[src/rtl/assert_macros.svh]
// Assertion macros used by the RTL of the bit packer.
`ifndef ASSERT_MACROS_SVH
`define ASSERT_MACROS_SVH

// Same-cycle implication on clk, off while rst_n is low.
`define ASSERT_IMPLY(label, ante, cons) \
    label: assert property (@(posedge clk) disable iff (!rst_n) (ante) |-> (cons)) \
        else $error("assertion failed");

// Next-cycle implication on clk, off while rst_n is low.
`define ASSERT_NEXT(label, ante, cons) \
    label: assert property (@(posedge clk) disable iff (!rst_n) (ante) |=> (cons)) \
        else $error("assertion failed");

`endif

[src/rtl/lfbp_pkg.sv]
// Types and constants of the LSB-first bit packer.
package lfbp_pkg;

    localparam int unsigned BYTE_W  = 8;
    localparam int unsigned COUNT_W = 4;
    localparam int unsigned HELD_W  = 7;
    localparam int unsigned HCNT_W  = 3;

    localparam logic MODE_APPEND = 1'b0;
    localparam logic MODE_FLUSH  = 1'b1;

    localparam logic [COUNT_W-1:0] COUNT_ZERO = 4'd0;
    localparam logic [COUNT_W-1:0] COUNT_MAX  = 4'd8;
    localparam logic [BYTE_W-1:0]  PAD_ONES   = 8'hFF;

    typedef logic [BYTE_W-1:0]  byte_t;
    typedef logic [COUNT_W-1:0] count_t;
    typedef logic [HELD_W-1:0]  held_t;
    typedef logic [HCNT_W-1:0]  hcnt_t;

    typedef struct packed {
        logic   mode;
        byte_t  data_byte;
        count_t bit_count;
    } item_t;

endpackage

[src/rtl/lfbp_in_if.sv]
// Input channel of the bit packer: one append or flush item per beat.
interface lfbp_in_if;
    logic                valid;
    logic                ready;
    logic                mode;
    lfbp_pkg::byte_t     data_byte;
    lfbp_pkg::count_t    bit_count;

    modport source (output valid, output mode, output data_byte, output bit_count,
                    input ready);
    modport sink   (input valid, input mode, input data_byte, input bit_count,
                    output ready);
endinterface

[src/rtl/lfbp_out_if.sv]
// Result channel of the bit packer: one packed byte or error per beat.
interface lfbp_out_if;
    logic                valid;
    logic                ready;
    lfbp_pkg::byte_t     out_byte;
    logic                error;

    modport source (output valid, output out_byte, output error, input ready);
    modport sink   (input valid, input out_byte, input error, output ready);
endinterface

[src/rtl/lsb_first_bit_packer_unit.sv]
// LSB-first bit packer: packs 1 to 8 bit groups into bytes, flushes with ones padding.
//
// Takes one item per clock when the result side keeps up. An accepted beat lands in
// an input register; from there a single pass of shift, mask and count logic
// against the held bits updates the holder and, if a byte completes, a flush finds
// bits held, or an append carries zero bits, loads the result register. Items that
// give no result pass the compute stage even while the result register is stalled;
// an item that gives a result waits in the input register until the result register
// is free.
`include "assert_macros.svh"

module lsb_first_bit_packer_unit (
    input  logic        clk,
    input  logic        rst_n,
    lfbp_in_if.sink     item,
    lfbp_out_if.source  result
);
    import lfbp_pkg::*;

    logic  s1_valid_reg;
    item_t s1_item_reg;
    held_t held_bits_reg,  held_bits_next;
    hcnt_t held_count_reg, held_count_next;
    logic  out_valid_reg;
    byte_t out_byte_reg,   out_byte_next;
    logic  out_error_reg,  out_error_next;

    logic            has_result;
    logic            out_free;
    logic            s1_fire;
    count_t          cnt_sat;
    byte_t           masked;
    logic [14:0]     combined;
    logic [COUNT_W-1:0] total;

    assign out_free   = !out_valid_reg || result.ready;
    assign s1_fire    = s1_valid_reg && (out_free || !has_result);
    assign item.ready = !s1_valid_reg || s1_fire;

    always_comb
    begin
        cnt_sat  = (s1_item_reg.bit_count > COUNT_MAX) ? COUNT_MAX : s1_item_reg.bit_count;
        masked   = s1_item_reg.data_byte & ~(PAD_ONES << cnt_sat);
        combined = {8'd0, held_bits_reg} | ({7'd0, masked} << held_count_reg);
        total    = {1'b0, held_count_reg} + cnt_sat;

        has_result      = 1'b0;
        held_bits_next  = held_bits_reg;
        held_count_next = held_count_reg;
        out_byte_next   = '0;
        out_error_next  = 1'b0;

        if (s1_item_reg.mode == MODE_FLUSH)
        begin
            if (held_count_reg != '0)
            begin
                has_result      = 1'b1;
                out_byte_next   = {1'b0, held_bits_reg} | (PAD_ONES << held_count_reg);
                held_bits_next  = '0;
                held_count_next = '0;
            end
        end
        else if (s1_item_reg.bit_count == COUNT_ZERO)
        begin
            has_result     = 1'b1;
            out_error_next = 1'b1;
        end
        else if (total >= COUNT_MAX)
        begin
            has_result      = 1'b1;
            out_byte_next   = combined[7:0];
            held_bits_next  = combined[14:8];
            held_count_next = total[HCNT_W-1:0];
        end
        else
        begin
            held_bits_next  = combined[HELD_W-1:0];
            held_count_next = total[HCNT_W-1:0];
        end
    end

    always_ff @(posedge clk or negedge rst_n)
    begin
        if (!rst_n)
        begin
            s1_valid_reg   <= 1'b0;
            held_bits_reg  <= '0;
            held_count_reg <= '0;
            out_valid_reg  <= 1'b0;
        end
        else
        begin
            if (item.ready)
            begin
                s1_valid_reg <= item.valid;
            end
            if (s1_fire)
            begin
                held_bits_reg  <= held_bits_next;
                held_count_reg <= held_count_next;
            end
            if (s1_fire && has_result)
            begin
                out_valid_reg <= 1'b1;
            end
            else if (result.ready)
            begin
                out_valid_reg <= 1'b0;
            end
        end
    end

    always_ff @(posedge clk)
    begin
        if (item.valid && item.ready)
        begin
            s1_item_reg.mode      <= item.mode;
            s1_item_reg.data_byte <= item.data_byte;
            s1_item_reg.bit_count <= item.bit_count;
        end
        if (s1_fire && has_result)
        begin
            out_byte_reg  <= out_byte_next;
            out_error_reg <= out_error_next;
        end
    end

    assign result.valid    = out_valid_reg;
    assign result.out_byte = out_byte_reg;
    assign result.error    = out_error_reg;

    `ASSERT_IMPLY(a_error_byte_zero, out_valid_reg && out_error_reg, out_byte_reg == '0)
    `ASSERT_NEXT(a_flush_empties, s1_fire && s1_item_reg.mode == MODE_FLUSH,
        held_count_reg == '0 && held_bits_reg == '0)
    `ASSERT_NEXT(a_no_overwrite, out_valid_reg && !result.ready,
        out_valid_reg && $stable(out_byte_reg) && $stable(out_error_reg))
    `ASSERT_NEXT(a_stage_holds, s1_valid_reg && !s1_fire,
        s1_valid_reg && $stable(s1_item_reg))

endmodule
[src/flat_wrapper.sv]
// flat-port wrapper written by rule: the top's interface ports become plain ports
module lsb_first_bit_packer_unit_flat import lfbp_pkg::*;
  (clk, rst_n, item_valid, item_mode, item_data_byte, item_bit_count, item_ready, result_valid, result_out_byte, result_error, result_ready);
  lfbp_in_if item_i ();
  lfbp_out_if result_i ();
  input  logic clk;
  input  logic rst_n;
  input wire logic [$bits(item_i.valid)-1:0] item_valid;
  input wire logic [$bits(item_i.mode)-1:0] item_mode;
  input wire logic [$bits(item_i.data_byte)-1:0] item_data_byte;
  input wire logic [$bits(item_i.bit_count)-1:0] item_bit_count;
  output wire logic [$bits(item_i.ready)-1:0] item_ready;
  output wire logic [$bits(result_i.valid)-1:0] result_valid;
  output wire logic [$bits(result_i.out_byte)-1:0] result_out_byte;
  output wire logic [$bits(result_i.error)-1:0] result_error;
  input wire logic [$bits(result_i.ready)-1:0] result_ready;
  assign item_i.valid = item_valid;
  assign item_i.mode = item_mode;
  assign item_i.data_byte = item_data_byte;
  assign item_i.bit_count = item_bit_count;
  assign item_ready = item_i.ready;
  assign result_valid = result_i.valid;
  assign result_out_byte = result_i.out_byte;
  assign result_error = result_i.error;
  assign result_i.ready = result_ready;
  lsb_first_bit_packer_unit u_core (.clk(clk), .rst_n(rst_n), .item(item_i), .result(result_i));
endmodule
[config.mk]
export PLATFORM = sky130hd
export DESIGN_NAME = lsb_first_bit_packer_unit_flat
export DESIGN_NICKNAME = d
export VERILOG_FILES = /design/src/rtl/lfbp_pkg.sv /design/src/rtl/lfbp_in_if.sv /design/src/rtl/lfbp_out_if.sv /design/src/rtl/lsb_first_bit_packer_unit.sv /design/src/flat_wrapper.sv
export VERILOG_INCLUDE_DIRS = /design/src /design/src/rtl
export SDC_FILE = /design/constraint.sdc
export NUM_CORES = 1
export LEC_CHECK = 0
export BUFFER_PORTS_ARGS = -buffer_cell sky130_fd_sc_hd__clkbuf_2
export CORE_MARGIN = 10
export CORE_UTILIZATION = 55
export DETAILED_ROUTE_END_ITERATION = 6
export PLACE_DENSITY_LB_ADDON = 0.12
export SETUP_SLACK_MARGIN = 0.1
export SYNTH_ARGS = -nofsm -noshare
export SYNTH_HDL_FRONTEND = slang
export SYNTH_SLANG_ARGS = --single-unit
export TNS_END_PERCENT = 30
[constraint.sdc]
create_clock -name clk -period 3.94 [get_ports clk]
set_clock_uncertainty 0.15 [all_clocks]
set_input_delay 0.788 -clock clk [delete_from_list [all_inputs] [get_ports clk]]
set_output_delay 0.788 -clock clk [all_outputs]
set_load 0.02 [all_outputs]
==> results of run 1 <==
-- Yosys cell counts, types with 4 or more instances --
library cell   n  area, µm²
o22ai_1        5       31.3
nor3_1         7       35.0
nor2b_1        5       31.3
nor2_1        14       52.6
mux2i_1        4       40.0
o31ai_1        4       30.0
nand3_1       10       50.1
a21oi_1       14       70.1
a211oi_1       5       37.5
nand2_1       16       60.1
o21ai_0       12       60.1
edfxtp_1      22        661
nand2b_1       4       25.0
dfrtp_1       12        300
a31o_2         4       35.0
-- logic make-up (layout without fill, tap and decap cells) --
kind of cell	after synthesis	after routing
AO/OA/AOI/OAI	75	75
XOR/XNOR	2	2
adder cells (fa/ha/maj)	4	4
buffers and inverters	16	44
flip-flops	34	34
multiplexers	6	6
AND/OR/NAND/NOR	73	73
-- metal layers --
metal | share of wire (%) | vias to the layer above | global-route usage (%)
met1 | 38 | 907 | 20.7
li1 | - | 881 | -
met4 | 6.0 | 0 | 13.8
met5 | 0 | - | 0
met2 | 47 | 121 | 28.3
met3 | 8.7 | 41 | 6.16
-- power groups by stage --
stage | registers [µW] | logic, µW | clock network (µW)
after floorplan | 584 | 557 | 0
after global placement | 579 | 727 | 0
after detailed placement | 583 | 743 | 0
after CTS | 575 | 750 | 264
after global routing | 588 | 840 | 279
final | 579 | 766 | 260
-- per-stage QoR --
stage	hold slack [ns]	util [%]	cell area, µm²	power (µW)	setup WS, ns
6_report	0.247	64.0	2380	1600	0.288
5_1_grt	0.255	64.0	2380	1710	0.137
4_1_cts	0.247	64.0	2380	1590	0.303
3_5_place_dp	0.348	61.6	2290	1330	0.624
3_3_place_gp	0.350	61.6	2290	1310	0.733
2_1_floorplan	0.321	-	2140	1140	0.644
-- worst max-delay path: stages, from the launching register on --
cell      delay (ns)
edfxtp_1        0.53
nor2b_1         0.20
ha_1            0.37
a31o_2          0.27
nand2_1         0.24
a21oi_1         0.10
o21ai_0         0.41
nand3_1         0.13
clkbuf_2        0.17
-- area by class of cell --
| class | count | share of cell area [%] |
|---|---|---|
| Clock buffer | 6 | 3.47 |
| Clock inverter | 2 | 0.316 |
| Inverter | 5 | 0.789 |
| Multi-Input combinational cell | 160 | 45.6 |
| Sequential cell | 34 | 40.4 |
| Tap cell | 48 | 2.52 |
| Timing Repair Buffer | 31 | 6.94 |
-- how the worst max path moves through the flow --
| stage | from | to | cells after the start |
|---|---|---|---|
| floorplan | u_core.s1_item_reg[3] | u_core.s1_item_reg[0] | 9 |
| global placement | u_core.s1_item_reg[2] | item_ready | 8 |
| detailed placement | u_core.s1_item_reg[2] | item_ready | 8 |
| CTS | u_core.s1_item_reg[2] | item_ready | 8 |
| global route | u_core.s1_item_reg[2] | item_ready | 8 |
| finish | u_core.s1_item_reg[2] | item_ready | 8 |
==> impl_metrics.env, run 1 <==
export IMPL_yosysSeqAreaShare_pct=44.9
export IMPL_hp_class="in -> async"
export IMPL_period_share_pct=92.7
export IMPL_drive_above_1_share_pct=23.9
export IMPL_ys_types=62
export IMPL_fin_setup_tns_ns=0
export IMPL_hold_violations=0
export IMPL_grt_pass1_wl_um=9540
export IMPL_area_growth_pct=11.2
export IMPL_status="finished clean"
export IMPL_rsz0062_at_grt="false"
export IMPL_grtUsageTotal_pct=18.4
export IMPL_syn_area_per_cell_um2=10.2
export IMPL_clock_sinks=34
export IMPL_drt_pass1_iter_count=5
export IMPL_place_congestion=0.992
export IMPL_vias=1950
export IMPL_grt_start_max_net_pins=24
export IMPL_htree_levels=2
export IMPL_max_vdd_ir_drop_uv=352
export IMPL_synth_edf_count=22
export IMPL_postCtsSetupBuffers=0
export IMPL_multi_input_area_um2=1080
export IMPL_cp_end_kind="output pin"
export IMPL_crit_arrival_ns=2.71
export IMPL_placeableCoreArea_um2=3720
export IMPL_ant_nets=0
export IMPL_final_common_cell="clkbuf_2"
export IMPL_n_fill_cell=296
export IMPL_slew_violations=0
export IMPL_r2r_start="u_core.s1_item_reg[2]"
export IMPL_cts_tree="built"
export IMPL_slew_headroom_pct=56.2
export IMPL_num_antenna_cells=0
export IMPL_clk_latency_ns=0.29
export IMPL_final_cells=286
export IMPL_power_density_nw_per_um2=675
export IMPL_clk_pin_slew_ns=0.07
export IMPL_r2r_slack_ns=0.84
export IMPL_p_int_uw=930
export IMPL_synth_top_family_by_area="compound AO/OA/AOI/OAI gates"
export IMPL_drv_cap=0
export IMPL_power_switching_uw=675
export IMPL_synth_compound_area_share_pct=25.6
export IMPL_num_io_pins=28
export IMPL_crit_fanout=9
export IMPL_r2r_cells=7
export IMPL_dp_hpwl_um=4210
export IMPL_dieArea_um2=6780
export IMPL_antenna_found_initial=0
export IMPL_drt_iter0_drc=407
export IMPL_start_kind="flip-flop"
export IMPL_wl_um=5580
export IMPL_die_height_um=82.4
export IMPL_rr_endpoint="u_core.result.out_byte[2]"
export IMPL_yosys_register_bits=34
export IMPL_synth_simple_gate_area_share_pct=19.0
export IMPL_dp_cells=278
export IMPL_num_rows=22
export IMPL_p_leak_uw=0.000918
export IMPL_drc_errors=0
export IMPL_synthMuxAreaShare_pct=2.93
export IMPL_fmax_mhz=274
export IMPL_holdBufCountCts=0
export IMPL_grt_pass1_vias=1964
export IMPL_avgViaCountPerCell=6.82
export IMPL_synthCells=210
export IMPL_die_w_um=82.4
export IMPL_largest_reg_flops=13
export IMPL_layout_common_cells="clkbuf_2 (27), edfxtp_1 (22), nand2_1 (16)"
export IMPL_critPathRequiredTime_ns=3.00
export IMPL_initial_utilization_pct=57.5
export IMPL_finalSetupViolations=0
export IMPL_yosys_warnings=0
export IMPL_synthArstFlopShare_pct=35.3
export IMPL_power_frac_seq_pct=36.1
export IMPL_swShare_pct=42.1
export IMPL_cts_root_buf="clkbuf_8"
export IMPL_crit_type="reg -> out"
export IMPL_port_buffers=27
export IMPL_synthFlopType="edfxtp_1"
export IMPL_synthAdderAreaFrac_pct=2.28
export IMPL_synth_xor_xnor_area_share_pct=0.819
export IMPL_post_route_min_period_ns=3.65
export IMPL_cts_resized=0
export IMPL_clock_power_share_pct=16.2
export IMPL_gr_total_overflow=0
export IMPL_power_frac_comb_pct=47.7
export IMPL_wl_per_cell_um=19.5
export IMPL_syn_nets=230
export IMPL_cts_buffers=5
export IMPL_clockBufferDepth=2
export IMPL_syn_area_um2=2140
export IMPL_tightestPinTransition_ns=0.653
export IMPL_final_seq_area_um2=961
export IMPL_finalNetCount=257
(Power assumes the default switching activity.)
==> run 2: changes to the inputs <==
Settings changed: ABC_CLOCK_PERIOD_IN_PS set to 4400.
Clock period 3.94 ns to 4.4 ns, I/O delays scaled along.
==> run 2 against run 1 <==
Effect of this change:
- routed wire length hardly changed
- first-iteration DRC count down 18%
- non-clock buffer count down 3
- cell count is 1.0% lower
- cell area down 0.89%
- critical path depth did not move
- die area unchanged
- combinational power is 18% lower
- flip-flop and latch count unchanged
- power shrank 11%
- critical endpoint unchanged
- clock power decreased by 9.6%
- register-to-register slack better by 0.25 ns
==> impl_metrics.env, run 2 (synthesis gave the netlist of run 1 again) <==
export IMPL_multi_input_area_um2=1080
export IMPL_status="finished clean"
export IMPL_slew_headroom_pct=50.5
export IMPL_final_common_cell="clkbuf_2"
export IMPL_grt_start_max_net_pins=25
export IMPL_tightestPinTransition_ns=0.742
export IMPL_vias=1873
export IMPL_cts_root_buf="clkbuf_8"
export IMPL_num_antenna_cells=0
export IMPL_grtUsageTotal_pct=17.6
export IMPL_top_layer="met4"
export IMPL_final_seq_area_um2=961
export IMPL_wl_per_cell_um=19.7
export IMPL_finalNetCount=254
export IMPL_place_ws_ns=0.793
export IMPL_crit_type="reg -> out"
export IMPL_wl_um=5580
export IMPL_ant_nets=0
export IMPL_die_height_um=82.4
export IMPL_post_route_min_period_ns=3.94
export IMPL_drive_above_1_share_pct=23.4
export IMPL_grt_pass1_wl_um=9090
export IMPL_drc_errors=0
export IMPL_clk_latency_ns=0.29
export IMPL_drv_cap=0
export IMPL_gr_total_overflow=0
export IMPL_dr_wl_met3_um=557
export IMPL_max_vdd_ir_drop_uv=322
export IMPL_slew_violations=0
export IMPL_htree_levels=2
export IMPL_num_io_pins=28
export IMPL_crit_fanout=21
export IMPL_fin_setup_tns_ns=0
export IMPL_finalSetupViolations=0
export IMPL_placeableCoreArea_um2=3720
export IMPL_fin_ws_ns=0.455
export IMPL_r2r_slack_ns=1.09
export IMPL_postCtsSetupBuffers=0
export IMPL_fmax_mhz=254
export IMPL_holdWs_ns=0.336
export IMPL_grt_pass1_vias=1803
export IMPL_cts_resized=0
export IMPL_critPathRequiredTime_ns=3.37
export IMPL_area_growth_pct=10.2
export IMPL_hp_class="in -> async"
export IMPL_cp_end_kind="output pin"
export IMPL_antenna_found_initial=0
export IMPL_clock_sinks=34
export IMPL_wirelength_met1_um=2160
export IMPL_start_kind="flip-flop"
export IMPL_place_congestion=0.962
export IMPL_die_w_um=82.4
export IMPL_dieArea_um2=6780
export IMPL_n_fill_cell=303
export IMPL_avgViaCountPerCell=6.62
export IMPL_rsz0062_at_grt="false"
export IMPL_clk_pin_slew_ns=0.07
export IMPL_utilization_pct=63.4
export IMPL_layout_common_cells="clkbuf_2 (27), edfxtp_1 (22), nand2_1 (16)"
export IMPL_cts_tree="built"
export IMPL_crit_arrival_ns=2.91
export IMPL_wl_met2_um=2700
export IMPL_num_rows=22
export IMPL_port_buffers=27
export IMPL_dp_hpwl_um=4170
export IMPL_holdBufCountCts=0
export IMPL_drt_iter0_drc=334
export IMPL_power_density_nw_per_um2=604
export IMPL_initial_utilization_pct=57.5
export IMPL_largest_reg_flops=13
export IMPL_p_leak_uw=0.000905
export IMPL_period_share_pct=89.6
export IMPL_r2r_cells=7
export IMPL_clockBufferDepth=2
export IMPL_hold_violations=0
export IMPL_drt_pass1_iter_count=4
export IMPL_cts_buffers=5
## run 2: where the power goes
part	switching [µW]	leakage, µW	total (µW)	internal [µW]
Clock	109	0.0000482	235	126
Sequential	119	0.000365	559	440
Combinational	371	0.000491	630	259
Total	598	0.000905	1420	825
## run 2: final timing paths
kind | end | start
min in group clk | u_core.held_bits_reg[0] | u_core.held_bits_reg[0]
max in group asynchronous | u_core.held_count_reg[0] | rst_n
worst max register to register | u_core.result.out_byte[6] | u_core.s1_item_reg[3]
worst min register to register | u_core.held_bits_reg[0] | u_core.held_bits_reg[0]
worst max-delay path | item_ready | u_core.s1_item_reg[3]
worst min-delay path | u_core.held_bits_reg[3] | rst_n
## run 2: final cells by class
class                           count  share of cell area, %
Multi-Input combinational cell    160                   46.0
Sequential cell                    34                   40.8
Inverter                            5                  0.796
Clock buffer                        7                   3.66
Timing Repair Buffer               28                   6.05
Tap cell                           48                   2.55
Clock inverter                      1                  0.212
## run 2: critical path, stage by stage, from the launching register on
cell and delay [ns]:
edfxtp_1 0.79, nor2b_1 0.13, ha_1 0.39, a31o_2 0.27, nand2_1 0.24, a21oi_1 0.10, o21ai_0 0.41, nand3_1 0.12
clkbuf_2 0.18
## run 2: per-layer routing
metal | global-route usage, % | vias up
li1 | - | 871
met1 | 20.9 | 877
met2 | 28.1 | 110
met3 | 4.97 | 15
met4 | 9.52 | 0
met5 | 0 | -
## run 2: metrics by stage
step / total power [µW] / area [µm²] / cells
after global routing: 1510 / 2360 / 283
after floorplan: 1020 / 2140 / 210
final: 1420 / 2360 / 283
after detailed placement: 1180 / 2270 / 275
after global placement: 1160 / 2270 / 275
after CTS: 1410 / 2360 / 283
==> run 3: changes to the inputs <==
Settings changed: CTS_BUF_LIST set to sky130_fd_sc_hd__clkbuf_4, CTS_CLUSTER_DIAMETER set to 120, RECOVER_POWER set to 50.
==> run 3 against run 2 <==
Effect of this change:
- cell area shrank 3.2%
- setup slack gained 0.0078 ns
- sequential share of layout area grew 1.4 points
- sequential power is essentially flat
- utilization shrank 2.1 points
- largest power group unchanged
- register-to-register slack lost 0.05 ns
- hold slack gained 0.064 ns
- routed wire length grew 1.1%
- critical endpoint unchanged
- critical path depth is the same
- count of clock-buffer cells in the layout shrank 1
==> impl_metrics.env, run 3 (synthesis gave the netlist of run 1 again) <==
export IMPL_status="finished clean"
export IMPL_placed_area_um2=2270
export IMPL_post_route_min_period_ns=3.94
export IMPL_drv_cap=0
export IMPL_ant_nets=0
export IMPL_num_io_pins=28
export IMPL_area_growth_pct=6.67
export IMPL_initial_utilization_pct=57.5
export IMPL_layout_common_cells="edfxtp_1 (22), nand2_1 (16), clkbuf_2 (15)"
export IMPL_cts_root_buf="clkbuf_4"
export IMPL_clk_pin_slew_ns=0.11
export IMPL_cts_buffers=5
export IMPL_hold_violations=0
export IMPL_holdWs_ns=0.400
export IMPL_rsz0062_at_grt="false"
export IMPL_gr_total_overflow=0
export IMPL_fin_setup_tns_ns=0
export IMPL_placeableCoreArea_um2=3720
export IMPL_antenna_found_initial=0
export IMPL_drc_errors=0
export IMPL_grt_pass1_wl_um=9130
export IMPL_port_buffers=27
export IMPL_slew_headroom_pct=45.4
export IMPL_drt_iter0_drc=335
export IMPL_grt_start_max_net_pins=25
export IMPL_max_vdd_ir_drop_uv=267
export IMPL_num_rows=22
export IMPL_cts_tree="built"
export IMPL_finalSetupViolations=0
export IMPL_htree_levels=2
export IMPL_period_share_pct=89.5
export IMPL_power_density_nw_per_um2=590
export IMPL_critPathRequiredTime_ns=3.37
export IMPL_grtUsageTotal_pct=17.7
export IMPL_slew_violations=0
export IMPL_finalNetCount=254
export IMPL_cp_end_kind="output pin"
export IMPL_postCtsSetupBuffers=0
export IMPL_die_height_um=82.4
export IMPL_hp_class="reg -> reg"
export IMPL_place_congestion=0.962
export IMPL_grt_pass1_vias=1800
export IMPL_wl_per_cell_um=19.9
export IMPL_crit_type="reg -> out"
export IMPL_drt_pass1_iter_count=6
export IMPL_final_common_cell="edfxtp_1"
export IMPL_die_w_um=82.4
export IMPL_vias=1896
export IMPL_dp_hpwl_um=4170
export IMPL_holdBufCountCts=0
export IMPL_crit_arrival_ns=2.91
export IMPL_largest_reg_flops=13
export IMPL_avgViaCountPerCell=6.70
export IMPL_n_fill_cell=321
export IMPL_num_antenna_cells=0
export IMPL_dieArea_um2=6780
export IMPL_utilization_pct=61.4
export IMPL_wl_um=5640
export IMPL_tightestPinTransition_ns=0.812
export IMPL_clockBufferDepth=2
export IMPL_start_kind="flip-flop"
export IMPL_clk_latency_ns=0.35
export IMPL_drive_above_1_share_pct=17.0
export IMPL_p_leak_uw=0.000849
export IMPL_design_area_um2=2280
export IMPL_clock_sinks=34
export IMPL_cts_resized=0
export IMPL_crit_fanout=21
export IMPL_fmax_mhz=254
-- run 3: path summary, 6_finish.rpt --
check	start	slack, ns	cells after the start	endpoint
setup reg to reg	u_core.s1_item_reg[3]	1.04	7	u_core.held_bits_reg[3]
min in group asynchronous	rst_n	0.41	1	u_core.held_bits_reg[0]
setup / recovery	u_core.s1_item_reg[3]	0.46	8	item_ready
hold / removal	u_core.held_bits_reg[0]	0.40	1	u_core.held_bits_reg[0]
max in group asynchronous	rst_n	3.20	1	u_core.held_count_reg[0]
hold reg to reg	u_core.held_bits_reg[0]	0.40	1	u_core.held_bits_reg[0]
-- run 3: per-stage QoR --
| step | setup WS (ns) | power (µW) | cells |
|---|---|---|---|
| floorplan | 1.10 | 1020 | 210 |
| global placement | 0.924 | 1160 | 275 |
| detailed placement | 0.793 | 1180 | 275 |
| CTS | 0.412 | 1350 | 283 |
| global route | 0.195 | 1430 | 283 |
| finish | 0.463 | 1350 | 283 |
-- run 3: critical path: stages (launching register included) --
cell and delay, ns:
edfxtp_1 0.78, nor2b_1 0.12, ha_1 0.38, a31o_2 0.27
nand2_1 0.21, a21oi_1 0.09, o21ai_0 0.41, nand3_1 0.12
clkbuf_2 0.18
-- run 3: layout make-up --
type | instances | area [µm²] | area share, %
tap | 48 | 60.1 | 2.63
clock buffer | 6 | 45.0 | 1.97
sequential | 34 | 961 | 42.1
timing repair buffer | 28 | 128 | 5.60
clock inverter | 2 | 8.76 | 0.384
inverter | 5 | 18.8 | 0.823
multi-input combinational | 160 | 1060 | 46.5
-- run 3: routing by layer --
layer	vias up	GRT usage, %	part of all wire (%)
met2	138	28.2	47
met1	867	21.1	40
met3	22	5.18	9.8
li1	869	-	-
met4	0	9.01	3.2
met5	-	0	0
-- run 3: power breakdown --
part           leakage [µW]  internal, µW  switching [µW]
clock             0.0000331          66.1             104
combinational      0.000450           249             369
sequential         0.000365           439             121
